`src/hdl/assert_macros.svh`:
```
// Assertion macros used by the RTL of the file allocator.
// Depends on nothing; included by files that carry concurrent assertions.
`ifndef ASSERT_MACROS_SVH
`define ASSERT_MACROS_SVH
`define ASSERT_CLK(label, clk, rst, prop, msg) \
   label: assert property (@(posedge clk) disable iff (rst) (prop)) else $error(msg);
`define ASSERT_CLK_RST(label, clk, prop, msg) \
   label: assert property (@(posedge clk) (prop)) else $error(msg);
`endif

```
`src/hdl/fcfa_pkg.sv`:
```
// Types and constants of the file allocation table chain allocator.
// Depends on nothing; imported by the allocator core and its testbench.
package fcfa_pkg;
   localparam logic [1:0] OP_CREATE = 2'd0;
   localparam logic [1:0] OP_APPEND = 2'd1;
   localparam logic [1:0] OP_DELETE = 2'd2;
   localparam logic [1:0] OP_IGNORED = 2'd3;
   localparam logic [1:0] ST_OK        = 2'd0;
   localparam logic [1:0] ST_EXISTS    = 2'd1;
   localparam logic [1:0] ST_FULL      = 2'd2;
   localparam logic [1:0] ST_NOT_FOUND = 2'd3;
   localparam int KEY_W = 64;
   localparam int DATA_W = 8;
   localparam int BLKOUT_W = 7;
   typedef logic [1:0] op_type;
   typedef logic [1:0] status_type;
endpackage

```
`src/hdl/fat_chain_file_allocator_core.sv`:
```
// Directory, allocation table and data store of a small flat file store.
// Depends on fcfa_pkg and assert_macros.svh.
//
// One request channel (req_) carries an operation, a name key, a data byte and
// a deep-erase flag; one response channel (rsp_) returns a status and a block
// index. Both use valid and stall; a transfer happens when valid is high and
// stall is low. Exactly one response follows each request.
// After reset a clearing pass marks every table entry free; no request is taken
// during it. Requests are then handled one at a time. The slowest request is an
// append to a long chain: the directory is scanned one entry a cycle through its
// memory read port, the chain is walked link by link, and the table is then
// searched one entry a cycle for a free block. A delete scans the directory and
// frees the chain link by link; a create scans the directory, then the table.
// The response sits in an output register; a stalled response holds, and the
// next request may be taken while it waits, but is processed only after the
// response has been transferred.
`include "assert_macros.svh"
module fat_chain_file_allocator_core #(
   parameter int NUM_BLOCKS = 128,
   parameter int DIR_ENTRIES = 32
) (
   input  logic                          clock,
   input  logic                          reset,
   input  logic                          req_valid,
   output logic                          req_stall,
   input  fcfa_pkg::op_type              req_operation,
   input  logic [fcfa_pkg::KEY_W-1:0]    req_name_key,
   input  logic [fcfa_pkg::DATA_W-1:0]   req_data_byte,
   input  logic                          req_deep_erase,
   output logic                          rsp_valid,
   input  logic                          rsp_stall,
   output fcfa_pkg::status_type          rsp_status,
   output logic [fcfa_pkg::BLKOUT_W-1:0] rsp_block_index
);
   import fcfa_pkg::*;

   localparam int BW = $clog2(NUM_BLOCKS);
   localparam int DW = $clog2(DIR_ENTRIES);
   localparam int FW = BW + 2;
   localparam logic [FW-1:0] FAT_END    = FW'(NUM_BLOCKS);
   localparam logic [FW-1:0] FAT_FREE   = FW'(NUM_BLOCKS + 1);
   localparam logic [FW-1:0] FAT_UNUSED = FW'(NUM_BLOCKS + 2);

   localparam logic [3:0] S_CLEAR = 4'd0;
   localparam logic [3:0] S_IDLE  = 4'd1;
   localparam logic [3:0] S_FIND  = 4'd2;
   localparam logic [3:0] S_DISP  = 4'd3;
   localparam logic [3:0] S_FBLK  = 4'd4;
   localparam logic [3:0] S_FSLOT = 4'd5;
   localparam logic [3:0] S_START = 4'd6;
   localparam logic [3:0] S_WALK  = 4'd7;
   localparam logic [3:0] S_DEL   = 4'd8;
   localparam logic [3:0] S_RESP  = 4'd9;

   logic [FW-1:0] fat_mem [NUM_BLOCKS];
   logic [DATA_W-1:0] data_mem [NUM_BLOCKS];
   logic [KEY_W-1:0] name_mem [DIR_ENTRIES];
   logic [BW-1:0] start_mem [DIR_ENTRIES];
   logic [DIR_ENTRIES-1:0] valid_ff;

   logic [3:0] state_ff;
   logic [BW:0] cnt_ff;
   logic [DW:0] dcnt_ff;
   logic [BW-1:0] fat_raddr;
   logic [FW-1:0] fat_rd_ff;
   logic [DW-1:0] dir_raddr;
   logic [KEY_W-1:0] name_rd_ff;
   logic [BW-1:0] start_rd_ff;
   logic rd_pend_ff;
   logic fat_we;
   logic [BW-1:0] fat_waddr;
   logic [FW-1:0] fat_wdata;
   logic data_we;
   logic [BW-1:0] data_waddr;
   logic [DATA_W-1:0] data_wdata;

   logic have_req_ff;
   op_type op_ff;
   logic [KEY_W-1:0] key_ff;
   logic [DATA_W-1:0] byte_ff;
   logic deep_ff;
   logic found_ff;
   logic [DW-1:0] slot_ff;
   logic [BW-1:0] blk_ff;
   logic [BW-1:0] cur_ff;
   logic [BW-1:0] start_ff;
   logic rsp_valid_ff;
   status_type status_ff;
   logic [BLKOUT_W-1:0] blkout_ff;

   assign req_stall = have_req_ff || (state_ff == S_CLEAR);
   assign rsp_valid = rsp_valid_ff;
   assign rsp_status = status_ff;
   assign rsp_block_index = blkout_ff;

   // Combinational address and write controls for the memories.
   always_comb begin
      fat_raddr = cnt_ff[BW-1:0];
      dir_raddr = dcnt_ff[DW-1:0];
      fat_we = 1'b0;
      fat_waddr = cnt_ff[BW-1:0];
      fat_wdata = FAT_FREE;
      data_we = 1'b0;
      data_waddr = cur_ff;
      data_wdata = '0;
      unique case (state_ff)
         S_CLEAR: fat_we = 1'b1;
         S_START, S_WALK, S_DEL: fat_raddr = cur_ff;
         default: ;
      endcase
   end

   always_ff @(posedge clock) begin
      if (fat_we) fat_mem[fat_waddr] <= fat_wdata;
      if (data_we) data_mem[data_waddr] <= data_wdata;
      fat_rd_ff <= fat_mem[fat_raddr];
      name_rd_ff <= name_mem[dir_raddr];
      start_rd_ff <= start_mem[dir_raddr];
      if (state_ff == S_DISP && op_ff == OP_CREATE && found_ff) begin
         name_mem[slot_ff] <= key_ff;
         start_mem[slot_ff] <= blk_ff;
      end
      if (state_ff == S_DISP && op_ff == OP_APPEND && found_ff && cur_ff != start_ff) begin
         fat_mem[blk_ff] <= FAT_END;
         fat_mem[cur_ff] <= {2'b00, blk_ff};
         data_mem[blk_ff] <= byte_ff;
      end
      if (state_ff == S_DEL && rd_pend_ff) begin
         fat_mem[cur_ff] <= FAT_FREE;
         if (deep_ff) data_mem[cur_ff] <= '0;
      end
      if (state_ff == S_START && rd_pend_ff && op_ff == OP_CREATE) begin
         fat_mem[blk_ff] <= FAT_UNUSED;
      end
      if (state_ff == S_START && rd_pend_ff && op_ff == OP_APPEND
          && fat_rd_ff == FAT_UNUSED) begin
         fat_mem[cur_ff] <= FAT_END;
         data_mem[cur_ff] <= byte_ff;
      end
   end

   // Sequencer. Phases: clearing pass, idle, find entry (dir scan), free block scan,
   // free slot scan, dispatch, start read, chain walk, free walk, response.
   always_ff @(posedge clock) begin
      if (reset) begin
         state_ff <= S_CLEAR;
         cnt_ff <= '0;
         dcnt_ff <= '0;
         valid_ff <= '0;
         have_req_ff <= 1'b0;
         rsp_valid_ff <= 1'b0;
         rd_pend_ff <= 1'b0;
      end else begin
         if (rsp_valid_ff && !rsp_stall) rsp_valid_ff <= 1'b0;
         if (req_valid && !req_stall) begin
            have_req_ff <= 1'b1;
            op_ff <= req_operation;
            key_ff <= req_name_key;
            byte_ff <= req_data_byte;
            deep_ff <= req_deep_erase;
         end
         unique case (state_ff)
            S_CLEAR: begin
               cnt_ff <= cnt_ff + 1'b1;
               if (cnt_ff == (BW+1)'(NUM_BLOCKS - 1)) state_ff <= S_IDLE;
            end
            S_IDLE: begin
               if (have_req_ff && !rsp_valid_ff) begin
                  dcnt_ff <= '0;
                  cnt_ff <= '0;
                  found_ff <= 1'b0;
                  rd_pend_ff <= 1'b0;
                  blkout_ff <= '0;
                  status_ff <= ST_OK;
                  state_ff <= (op_ff == OP_CREATE || op_ff == OP_APPEND
                               || op_ff == OP_DELETE) ? S_FIND : S_RESP;
               end
            end
            S_FIND: begin
               rd_pend_ff <= 1'b1;
               slot_ff <= dcnt_ff[DW-1:0] - 1'b1;
               if (rd_pend_ff && valid_ff[DW'(dcnt_ff - 1'b1)] && name_rd_ff == key_ff) begin
                  found_ff <= 1'b1;
                  start_ff <= start_rd_ff;
                  cur_ff <= start_rd_ff;
                  rd_pend_ff <= 1'b0;
                  if (op_ff == OP_CREATE) begin
                     status_ff <= ST_EXISTS;
                     state_ff <= S_RESP;
                  end else begin
                     state_ff <= S_START;
                  end
               end else if (dcnt_ff == (DW+1)'(DIR_ENTRIES)) begin
                  rd_pend_ff <= 1'b0;
                  if (op_ff == OP_CREATE) begin
                     cnt_ff <= '0;
                     state_ff <= S_FBLK;
                  end else begin
                     status_ff <= ST_NOT_FOUND;
                     state_ff <= S_RESP;
                  end
               end else begin
                  dcnt_ff <= dcnt_ff + 1'b1;
               end
            end
            S_FBLK: begin
               rd_pend_ff <= 1'b1;
               if (rd_pend_ff && fat_rd_ff == FAT_FREE) begin
                  blk_ff <= BW'(cnt_ff - 1'b1);
                  rd_pend_ff <= 1'b0;
                  if (op_ff == OP_CREATE) state_ff <= S_FSLOT;
                  else begin
                     found_ff <= 1'b1;
                     state_ff <= S_DISP;
                  end
               end else if (cnt_ff == (BW+1)'(NUM_BLOCKS)) begin
                  status_ff <= ST_FULL;
                  state_ff <= S_RESP;
               end else begin
                  cnt_ff <= cnt_ff + 1'b1;
               end
            end
            S_FSLOT: begin
               found_ff <= 1'b0;
               for (int i = DIR_ENTRIES - 1; i >= 0; i--) begin
                  if (!valid_ff[i]) begin
                     found_ff <= 1'b1;
                     slot_ff <= DW'(i);
                  end
               end
               state_ff <= S_DISP;
            end
            S_DISP: begin
               if (op_ff == OP_CREATE) begin
                  if (found_ff) begin
                     valid_ff[slot_ff] <= 1'b1;
                     blkout_ff <= BLKOUT_W'(blk_ff);
                     cur_ff <= blk_ff;
                     rd_pend_ff <= 1'b1;
                     state_ff <= S_START;
                  end else begin
                     status_ff <= ST_FULL;
                     state_ff <= S_RESP;
                  end
               end else begin
                  blkout_ff <= BLKOUT_W'(blk_ff);
                  state_ff <= S_RESP;
               end
            end
            S_START: begin
               if (op_ff == OP_CREATE) begin
                  state_ff <= S_RESP;
               end else if (!rd_pend_ff) begin
                  rd_pend_ff <= 1'b1;
               end else if (op_ff == OP_DELETE) begin
                  rd_pend_ff <= 1'b0;
                  cnt_ff <= '0;
                  state_ff <= S_DEL;
               end else if (fat_rd_ff == FAT_UNUSED) begin
                  blkout_ff <= BLKOUT_W'(cur_ff);
                  state_ff <= S_RESP;
               end else begin
                  rd_pend_ff <= 1'b0;
                  cnt_ff <= '0;
                  state_ff <= S_WALK;
               end
            end
            S_WALK: begin
               rd_pend_ff <= ~rd_pend_ff;
               if (rd_pend_ff) begin
                  cnt_ff <= cnt_ff + 1'b1;
                  if (fat_rd_ff < FAT_END && cnt_ff != (BW+1)'(NUM_BLOCKS)) begin
                     cur_ff <= fat_rd_ff[BW-1:0];
                  end else begin
                     start_ff <= ~cur_ff;
                     cnt_ff <= '0;
                     rd_pend_ff <= 1'b0;
                     state_ff <= S_FBLK;
                  end
               end
            end
            S_DEL: begin
               rd_pend_ff <= ~rd_pend_ff;
               if (rd_pend_ff) begin
                  cnt_ff <= cnt_ff + 1'b1;
                  if (fat_rd_ff < FAT_END && cnt_ff != (BW+1)'(NUM_BLOCKS - 1)) begin
                     cur_ff <= fat_rd_ff[BW-1:0];
                  end else begin
                     valid_ff[slot_ff] <= 1'b0;
                     state_ff <= S_RESP;
                  end
               end
            end
            S_RESP: begin
               rsp_valid_ff <= 1'b1;
               have_req_ff <= 1'b0;
               state_ff <= S_IDLE;
            end
            default: state_ff <= S_IDLE;
         endcase
      end
   end

   `ASSERT_CLK(a_rsp_hold, clock, reset, rsp_valid && rsp_stall |=> rsp_valid, "response dropped while stalled")
   `ASSERT_CLK(a_rsp_after_req, clock, reset, $rose(rsp_valid) |-> $past(state_ff) == S_RESP, "response without request")
   `ASSERT_CLK(a_no_accept_clear, clock, reset, state_ff == S_CLEAR |-> req_stall, "request taken during clearing pass")
endmodule

```
`config.mk`:
```
export PLATFORM = sky130hd
export DESIGN_NAME = fat_chain_file_allocator_core
export DESIGN_NICKNAME = d
export VERILOG_FILES = /design/src/hdl/fcfa_pkg.sv /design/src/hdl/fat_chain_file_allocator_core.sv
export VERILOG_INCLUDE_DIRS = /design/src /design/src/hdl
export SDC_FILE = /design/constraint.sdc
export NUM_CORES = 2
export LEC_CHECK = 0
export ABC_AREA = 0
export CORE_UTILIZATION = 60
export CTS_BUF_LIST = sky130_fd_sc_hd__clkbuf_2
export DETAILED_ROUTE_END_ITERATION = 8
export DONT_BUFFER_PORTS = 1
export PLACE_DENSITY = 0.76
export SLEW_MARGIN = 20
export SYNTH_ARGS = -nofsm -noshare
export SYNTH_HDL_FRONTEND = slang
export SYNTH_SLANG_ARGS = --single-unit
```
`constraint.sdc`:
```
create_clock -name clock -period 9.85 [get_ports clock]
set_input_delay 0.985 -clock clock [delete_from_list [all_inputs] [get_ports clock]]
set_output_delay 0.985 -clock clock [all_outputs]
set_load 0.01 [all_outputs]
```
==> impl_metrics.csv <==
group,metric,value,unit
run_status,outcome,"complete, no violations",
detailed_routing,viasPerCell,6.615,
clocking,cts_resized,0,
synth,synth_seq_cells,3530,
clocking,root_buffer,"clkbuf_2",
worst_setup_path,critical-path-max-stage-delay,990,ps
min_path,min-delay-start,"req_name_key[53]",
global_routing,grt_pass1_wl,566300,µm
detailed_routing,drtIter0Drc,12390,
synth,synth_edf_count,3398,
synth,synth-main-ff-cell,"edfxtp_1",
die,start_util,60.46,%
worst_setup_path,r2r-start,"state_ff[2]",
detailed_routing,ant_nets,0,
sta,setup_tns,0,ps
synth,synth_area_leaders,"edfxtp_1 (71%), mux4_2 (11%), nand2_1 (2.5%), nor2_1 (2.4%), mux2i_1 (1.9%)",
worst_setup_path,worstRegToRegCells,10,
sta,fin_crit_sh,65.99,%
global_routing,gr-max-usage-layer,"met2",
synth,synth_top_area_cell,"edfxtp_1",
die,die_y,491.8,µm
clocking,clock_latency,2140,ps
cells_and_area,regArea,104700,µm²
min_path,hold_end,"key_ff[53]",
global_routing,grt_max_degree,157,
flow_run,maxCapViolCount,0,
synth,synth_cell_type_count,85,
sta,rsz0062_at_grt,"false",
synth,synthArstFlopShare,0,%
pwr,powerDensity,179.9,nW/µm²
clocking,numCtsBuffers,828,
sta,setup_viol,0,
synth,netlist_instances,8665,
worst_setup_path,cp_slowest_cell,"dfxtp_1",
worst_setup_path,rr_endpoint,"fat_mem[7][2]",
sta,slew_viol_final,0,
die,die_x,491.8,µm
worst_setup_path,path_cells,"nand3_1 -> nor4b_1 -> o21a_1 -> buf_4 -> nor2b_1 -> nor2b_1 -> nand3_4 -> buf_4 -> buf_4 -> o22ai_1",
worst_setup_path,critical_path_arrival,8030,ps
cells_and_area,drive_above_1_share,24.25,%
die,die_area,241900,µm²
cells_and_area,fillers,15850,
min_path,hold-path-cell-count,2,
worst_setup_path,end_kind,"flop",
min_path,hp-class,"primary input to flop",
synth,ys_warn_count,0,
cells_and_area,final_cell_mix,"edfxtp_1 (3398), clkbuf_2 (1236), nand2_1 (944)",
worst_setup_path,worstPathRequired,11380,ps
place,hpwl,211200,µm
cells_and_area,nNetsFinal,9334,
detailed_routing,drt-wirelength-per-cell,30.07,µm
sta,hold_viol_final,0,
die,num_rows,179,
global_routing,antenna_found_initial,16,
pwr,leakage,50.43,nW
cells_and_area,final_common_cell,"edfxtp_1",
clocking,cts_hold_repair.buffers,192,
synth,syn_nets,8751,
detailed_routing,vias,86410,
clocking,clk_path_buf_depth,4,
worst_setup_path,critPathKind,"flop to flop",
die,boundaryPins,90,
synth,syn_area,143900,µm²
sta,fin_ws,3350,ps
worst_setup_path,start_kind,"flop",
synth,synth_top_cell_area_share,70.89,%
sta,fmax,0.1538,GHz
global_routing,overflow,0,
cells_and_area,areaGrowthSynthToFinish,9.064,%
worst_setup_path,reg2reg_slack,3350,ps
pwr,max-vdd-ir-drop,0.1812,mV
place,place.port_buffers,0,
worst_setup_path,cp_num_buf_inv,3,
clocking,path_clk_slew,110,ps
place,post-place-ws,3710,ps
synth,seq_area_frac_synth,72.73,%
worst_setup_path,cpMostUsedCell,"buf_4",
global_routing,grt_pass1_vias,85790,
sta,clock_skew,228.2,ps
die,coreArea,238100,µm²
global_routing,grt_usage,32.38,%
clocking,cts_tree,"built",
global_routing,gr-usage-met3,8.211,%
place,gp_congestion,0.9107,
clocking,clkSinkCount,3530,
global_routing,met1_usage,41.85,%
detailed_routing,finalWirelength,392800,µm
worst_setup_path,crit_cells,10,
clocking,cts_setup_buffers,0,
detailed_routing,drc,0,
sta,min_period,6500,ps
global_routing,grtUsageMet2,51.13,%
synth,synth.avg_cell_area,16.61,µm²
sta,worst_slew_pin_slew,1390,ps
worst_setup_path,cp_max_fo,55,
clocking,h-tree-depth,6,
sta,max_slew_margin,7.310,%
worst_setup_path,crit_family,"simple AND/OR/NAND/NOR gates",
detailed_routing,dr.pass1.iters,9,
cells_and_area,multi_input_area,36830,µm²
==> sequential cells by signal (all words and copies together), names as in the netlist, 8 cells and up, named ones only <==
signal and cells:
name_mem 2048, fat_mem 1024, start_mem 224, key_ff 64, name_rd_ff 64, cnt_ff 8
fat_rd_ff 8
==> routing by layer <==
metal	up-vias	wire length, µm
met2	6758	187300
met1	42810	133200
met5	-	92
met4	14	21780
li1	35560	-
met3	1278	50450
==> worst max-delay path by stage <==
stage | start | endpoint
after global routing | state_ff[2] | fat_mem[7][4]
after CTS | state_ff[2] | fat_mem[4][1]
after floorplan | reset | key_ff[0]
after detailed placement | state_ff[2] | fat_mem[18][5]
final | state_ff[2] | fat_mem[7][2]
after global placement | state_ff[2] | fat_mem[95][6]
==> cell usage after synthesis, types with 51 or more instances <==
cell,instances
mux2i_1,267
clkbuf_1,462
a211oi_1,73
mux2_2,73
buf_2,60
dfxtp_1,132
xnor2_1,51
nand3_1,151
nor2_1,906
a21oi_1,284
edfxtp_1,3398
mux4_2,719
buf_1,81
o22ai_1,179
o21ai_0,183
nand2_1,953
==> area by class of cell <==
class / count / area share, %
repair buffers: 400 / 2.441
flip-flops and latches: 3530 / 66.69
inverters: 37 / 0.08847
clock inverters: 228 / 0.8265
clock buffers: 1236 / 3.941
multi-input cells: 4451 / 23.46
well taps: 3167 / 2.524
diodes: 15 / 0.02391
==> kinds of logic after synthesis <==
kind of cell    after synthesis  synth area share, %
xor+xnor                     71               0.4320
compound gates              994                4.345
fa+ha+maj                     7              0.06085
mux                        1059                13.68
simple gates               2320                6.741
buf+inv                     684                2.016
flops                      3530                72.73
==> stage by stage <==
step	hold WS [ps]	utilization [%]	instances	area [µm²]	power, mW
6_report	198.1	65.94	13060	157000	28.25
5_1_grt	93.24	65.93	13050	157000	29.12
4_1_cts	0.6906	65.85	13040	156800	28.18
3_5_place_dp	478.9	61.89	11390	147300	18.98
3_3_place_gp	468.0	61.85	11380	147200	18.94
2_1_floorplan	458.1	-	8665	143900	18.26
==> report_power, final <==
part	switching (mW)	internal (mW)
registers	0.120	16.4
clock network	5.72	3.68
logic	1.72	0.603
No activity file was read; power rests on OpenSTA's default activity.
